[src/hw/rtl/spq_pkg.sv]
// shared types and constants for the sorted priority queue
`default_nettype none

package spq_pkg;

   localparam int KEY_W   = 32;
   localparam int COUNT_W = 6;
   localparam int COUNT_MAX = 63;

   typedef logic signed [KEY_W-1:0] key_type;
   typedef logic [COUNT_W-1:0]      count_type;

   typedef enum logic {
      OP_INSERT = 1'b0,
      OP_REMOVE = 1'b1
   } op_type;

   typedef enum logic [1:0] {
      STATUS_OK    = 2'd0,
      STATUS_EMPTY = 2'd1,
      STATUS_FULL  = 2'd2
   } status_type;

   // per-cycle command broadcast to every cell
   typedef struct packed {
      logic ins;
      logic rem;
   } cell_ctl_type;

   localparam key_type KEY_EMPTY = -32'sd1;

endpackage

`default_nettype wire

[src/hw/rtl/spq_cell.sv]
// one storage cell of the sorted chain: holds a key, compares, shifts
`default_nettype none

module spq_cell
   import spq_pkg::*;
(
   input  wire logic         clock,
   input  wire logic         reset,
   input  wire cell_ctl_type ctl,
   input  wire key_type      new_key,
   input  wire logic         front,
   input  wire key_type      left_key,
   input  wire logic         left_valid,
   input  wire logic         left_le,
   input  wire key_type      right_key,
   input  wire logic         right_valid,
   output key_type           key,
   output logic              valid,
   output logic              le
);

   key_type key_ff, key_in;
   logic    valid_ff, valid_in;

   // new key belongs at or before this cell; the front cell lets equal keys pass
   always_comb begin
      if (!valid_ff) begin
         le = 1'b1;
      end else if (front) begin
         le = new_key > key_ff;
      end else begin
         le = new_key >= key_ff;
      end
   end

   always_comb begin
      key_in   = key_ff;
      valid_in = valid_ff;
      if (ctl.ins) begin
         if (left_le) begin
            key_in   = left_key;
            valid_in = left_valid;
         end else if (le) begin
            key_in   = new_key;
            valid_in = 1'b1;
         end
      end else if (ctl.rem) begin
         key_in   = right_key;
         valid_in = right_valid;
      end
   end

   always_ff @(posedge clock) begin
      key_ff <= key_in;
      if (reset) begin
         valid_ff <= 1'b0;
      end else begin
         valid_ff <= valid_in;
      end
   end

   assign key   = key_ff;
   assign valid = valid_ff;

endmodule

`default_nettype wire

[config.mk]
export PLATFORM = sky130hd
export DESIGN_NAME = spq_cell
export DESIGN_NICKNAME = d
export VERILOG_FILES = /design/src/hw/rtl/spq_pkg.sv /design/src/hw/rtl/spq_cell.sv
export SDC_FILE = /design/constraint.sdc
export NUM_CORES = 1
export LEC_CHECK = 0
export BUFFER_PORTS_ARGS = -buffer_cell sky130_fd_sc_hd__buf_2
export CORE_MARGIN = 2
export CORE_UTILIZATION = 40
export DETAILED_ROUTE_END_ITERATION = 7
export GPL_ROUTABILITY_DRIVEN = 0
export PLACE_DENSITY = 0.73
export SLEW_MARGIN = 10
export SYNTH_ARGS = -nofsm -noshare
export SYNTH_HDL_FRONTEND = slang
export SYNTH_SLANG_ARGS = --single-unit
[constraint.sdc]
create_clock -name clock -period 5 [get_ports clock]
set_input_delay 1 -clock clock [delete_from_list [all_inputs] [get_ports clock]]
set_output_delay 1 -clock clock [all_outputs]
set_load 0.01 [all_outputs]
== After elaboration in Yosys (flattened, before gate mapping) ==
Index checks and enable logic that the tools add are counted.
Word-level totals
  flip-flop bits (word level): 33
  input port bits: 104
  output and inout port bits: 34
Cells by class
  $lt $le $gt $ge: 2
  equal/unequal tests: 1
  muxes and demuxes: 10
  reduce and logical (&&, ||, !) cells: 2
Operator list (count)
  $mux W32: 4
  $ge A32 B32 Y1: 1
  $gt A32 B32 Y1: 1
  $mux W1: 6
  $ne A3 B1 Y1 const B: 1
  $reduce_and A2 Y1: 1
  $reduce_bool A2 Y1: 1

== Logic depth before layout (Yosys ltp) ==
  depth after elaboration: 6
  mapped depth: 8
  depth with buffers taken out: 8

== Least setup slack after synthesis ==
Ideal clock, no wire load.
  path type: input to register
  from: in new_key[21]
  to: reg key_ff[0], in the netlist key[0] (enable)
  arrival: 3854 ps
  path slack: 706 ps
  stages: 6
  path through: ha_1 -> a211oi_1 -> o21bai_1 -> o211ai_1 -> o311ai_0 -> a41oi_1
On the way
  longest elaborated chain between the ends: 5
  elaborated cells between the ends (all ways): 6
  those cells by class: 2 x order compare; 1 x eq/ne; 2 x mux; 1 x reduce/logical
RTL lines
  start, declared: RTL line spq_cell.sv:10  | input wire key_type new_key,
  $ge A32 B32 Y1 or $gt A32 B32 Y1 (tied branches): RTL line spq_cell.sv:32, spq_cell.sv:30
  $mux W1 *: RTL line spq_cell.sv:29  | end else if (front) begin
  $mux W1 *: RTL line spq_cell.sv:27  | if (!valid_ff) begin
  $ne A3 B1 Y1 (no source line) *
  $reduce_and A2 Y1 (no source line) *
  end signal, assigned: RTL line spq_cell.sv:54  | key_ff <= key_in;
  end, declared: RTL line spq_cell.sv:22  | key_type key_ff, key_in;
Every way passes the cells marked *; elsewhere a longest branch is shown, timed or not.
A chain may end at the register's enable or synchronous reset.

== Final worst setup path ==
  from: in new_key[13]
  to: out le
On the way
  longest elaborated chain between the ends: 3
  elaborated cells between the ends (all ways): 4
  those cells by class: 2 x order compare; 2 x mux
RTL lines
  $ge A32 B32 Y1 or $gt A32 B32 Y1 (tied branches): RTL line spq_cell.sv:32, spq_cell.sv:30
  $mux W1 *: RTL line spq_cell.sv:29
  $mux W1 *: RTL line spq_cell.sv:27
  end, declared: RTL line spq_cell.sv:19  | output logic le
Marked as above.

==> run metrics <==
row cnt=28; critical path type=input pin to output port; most used cell, CP=buf_2; Worst Hold Class=flop to flop; Worst Tran Pin Value=0.705 ns; most common cell in the synthesized netlist=a21oi_1; Sum Neg Setup Slack=0 ns; Yosys cell types=26; CP max-delay cell=or4_1; post-synthesis cell count=263; Pwr Total=887 uW; CTS clk-pin slew, worst paths=0.07 ns; required time of the worst setup path=4.00 ns; DP Worst Slack=1.07 ns; crit path time final=3.95 ns; Hold Fails Final Rpt=0; DR vias/cell=4.99; WP buf/inv=2; CP delay by family, top=simple AND/OR/NAND/NOR gates; CTS root buf=clkbuf_8; R2R Path End=key[7]; most frequent cells after synthesis=a21oi_1 (38), nor2_1 (36), inv_1 (34); first-pass iteration count of the detailed router=4; Slew Viols, Final=0; Syn Nets=399; sequential area share after synthesis=38.9%; Clock Tree Buf Depth=2; EDFF count, synth=32; hold path startpoint=valid; DP HPWL=5110 microns; Layout Utilization=57.2%; Crit Reg-Reg Startpoint=key[11]; Die ar.=6950 sq um; H-Tree Depth=2; Clock Skews=0.00719 ns; I/O pins=138; Power Density=259 nW/um^2; CP Launch Type=input pin; Vias=2,366; Slew headroom=52.4%; clock share of power=33.9%; Cell Area, Synth=2520 sq um; input/output buffers=137; area leader, netlist=edfxtp_1; mean area per synthesized cell=9.58 sq um; TritonCTS Buffers=5; synth top area cells=edfxtp_1 (38%), ha_1 (16%), mux2i_1 (13%), a21oi_1 (7.5%), nor2_1 (5.4%); Worst-Skew Late Latency=0.29 ns; RSZ-0062 raised after global routing=no; post-synth top area share=38.1%; ys flop type=edfxtp_1; synth warn=0; register-to-register setup slack=1.96 ns; CP Capture Type=output port; clk sinks=33; hold path depth=4; crit-path max cell delay=0.54 ns; ANT nets after route=0; first-pass GRT wire length=10,800 microns; Residual DRC=0; maximum vdd drop=132 uV; Post-CTS Repair Setup Buffers=0; share of layout cells above drive strength 1=38.1%; Die Ht=83.4 microns; drt total wl=6400 microns; switching share of power=27.2%; # hold bufs at CTS=0; mean routed wirelength per cell=13.5 microns; Leak Pwr=0.00179 uW; vias in the first global route=2,417; placed instance area=3290 sq um; endpoints failing setup=0; largest net degree at the start of global routing=69; Final period util=79.1%; antenna violations before repair=0; Int Pwr=646 uW; Fmax achieved=0.253 GHz; CTS-repair resized insts=0; CP arrival=2.95 ns; GRT Overall Usage=19.0%; synth-to-layout area growth=35.9%; Max Cap Viol=0; TritonCTS clock tree=done; Initial Utilization=42.1%; reg2reg path depth=8; Hold Path Sink=valid; share of power burned in registers=39.5%; Antenna diodes=0; crit-path max FO=4; worst path cell trace=buf_2 > ha_1 > nand4_1 > nor4_1 > or4_1 > o311ai_2 > nand2_1 > buf_2; Combinational Power Share=26.6%; post-route cell area=3430 sq um; asr flop ratio synth=0%; core area=5990 sq um; Die Width=83.4 microns; Yosys reg bits=33; Iteration-0 DRC Markers=54; status=finished clean; Final nets=534; total gr overflow=0; Psw=241 uW; Final WS setup=1.05 ns
-- registers in the layout, summed over array words and instances (netlist names) --
| signal | cells |
|---|---|
| key | 32 |
| valid | 1 |
-- metal layers --
layer | track usage [%] | wire, microns | up-vias | part of all wire [%]
li1 | - | - | 1227 | -
met1 | 22.5 | 2780 | 1052 | 43
met2 | 33.0 | 3080 | 77 | 48
met3 | 4.87 | 405 | 10 | 6.3
met4 | 7.30 | 137 | 0 | 2.1
met5 | 0 | 0 | - | 0
-- area by class of cell --
class / instances / area, sq um
fill: 577 / 2560
multi-input combinational: 184 / 1380
sequential: 33 / 981
timing repair buffer: 140 / 708
inverter: 34 / 128
tap: 75 / 93.8
clock buffer: 5 / 68.8
clock inverter: 3 / 65.1
-- cells by family after synthesis --
group           synth area share [%]
compound gates                  15.3
fa+ha+maj                       15.9
buf+inv                         7.00
flops                           38.9
mux                             12.7
simple gates                    10.2
-- placed cells by master, fill, tap and decap left out, types with 3 or more instances in the layout --
cell / instances
o21ai_0: 4
a21o_1: 5
a21oi_1: 38
clkbuf_8: 5
mux2i_1: 32
nor2_1: 36
o211ai_1: 3
nand3_1: 3
inv_1: 34
ha_1: 32
nand4_1: 8
edfxtp_1: 32
buf_2: 137
nand2_1: 6
a211oi_1: 5
buf_4: 3
-- power groups by stage --
stage / Clock, uW / Sequential, uW / Combinational, uW
detailed placement: 0 / 357 / 237
CTS: 310 / 351 / 239
floorplan: 0 / 371 / 121
finish: 301 / 350 / 236
global placement: 0 / 356 / 232
global route: 320 / 354 / 269
-- worst max-delay path by stage --
| stage | start | to | cells after the start |
|---|---|---|---|
| finish | new_key[13] | le | 8 |
| global route | new_key[13] | le | 8 |
| CTS | new_key[13] | le | 8 |
| detailed placement | new_key[13] | le | 8 |
| global placement | new_key[31] | le | 8 |
| floorplan | new_key[21] | key[0] | 6 |
-- metrics by stage --
stage | instances | hold slack (ns)
5_1_grt | 474 | 0.798
3_5_place_dp | 466 | 0.754
3_3_place_gp | 466 | 0.740
6_report | 474 | 0.766
2_1_floorplan | 263 | 0.702
4_1_cts | 474 | 0.770
-- worst reg2reg max path, stage by stage (launching register included) --
cell and delay [ns]:
edfxtp_1 0.35, inv_1 0.05, ha_1 0.30, nand4_1 0.20
nor4_1 0.51, or4_1 0.22, o311ai_2 0.13, a41oi_4 0.52
buf_4 0.41
(Power assumes the default switching activity.)
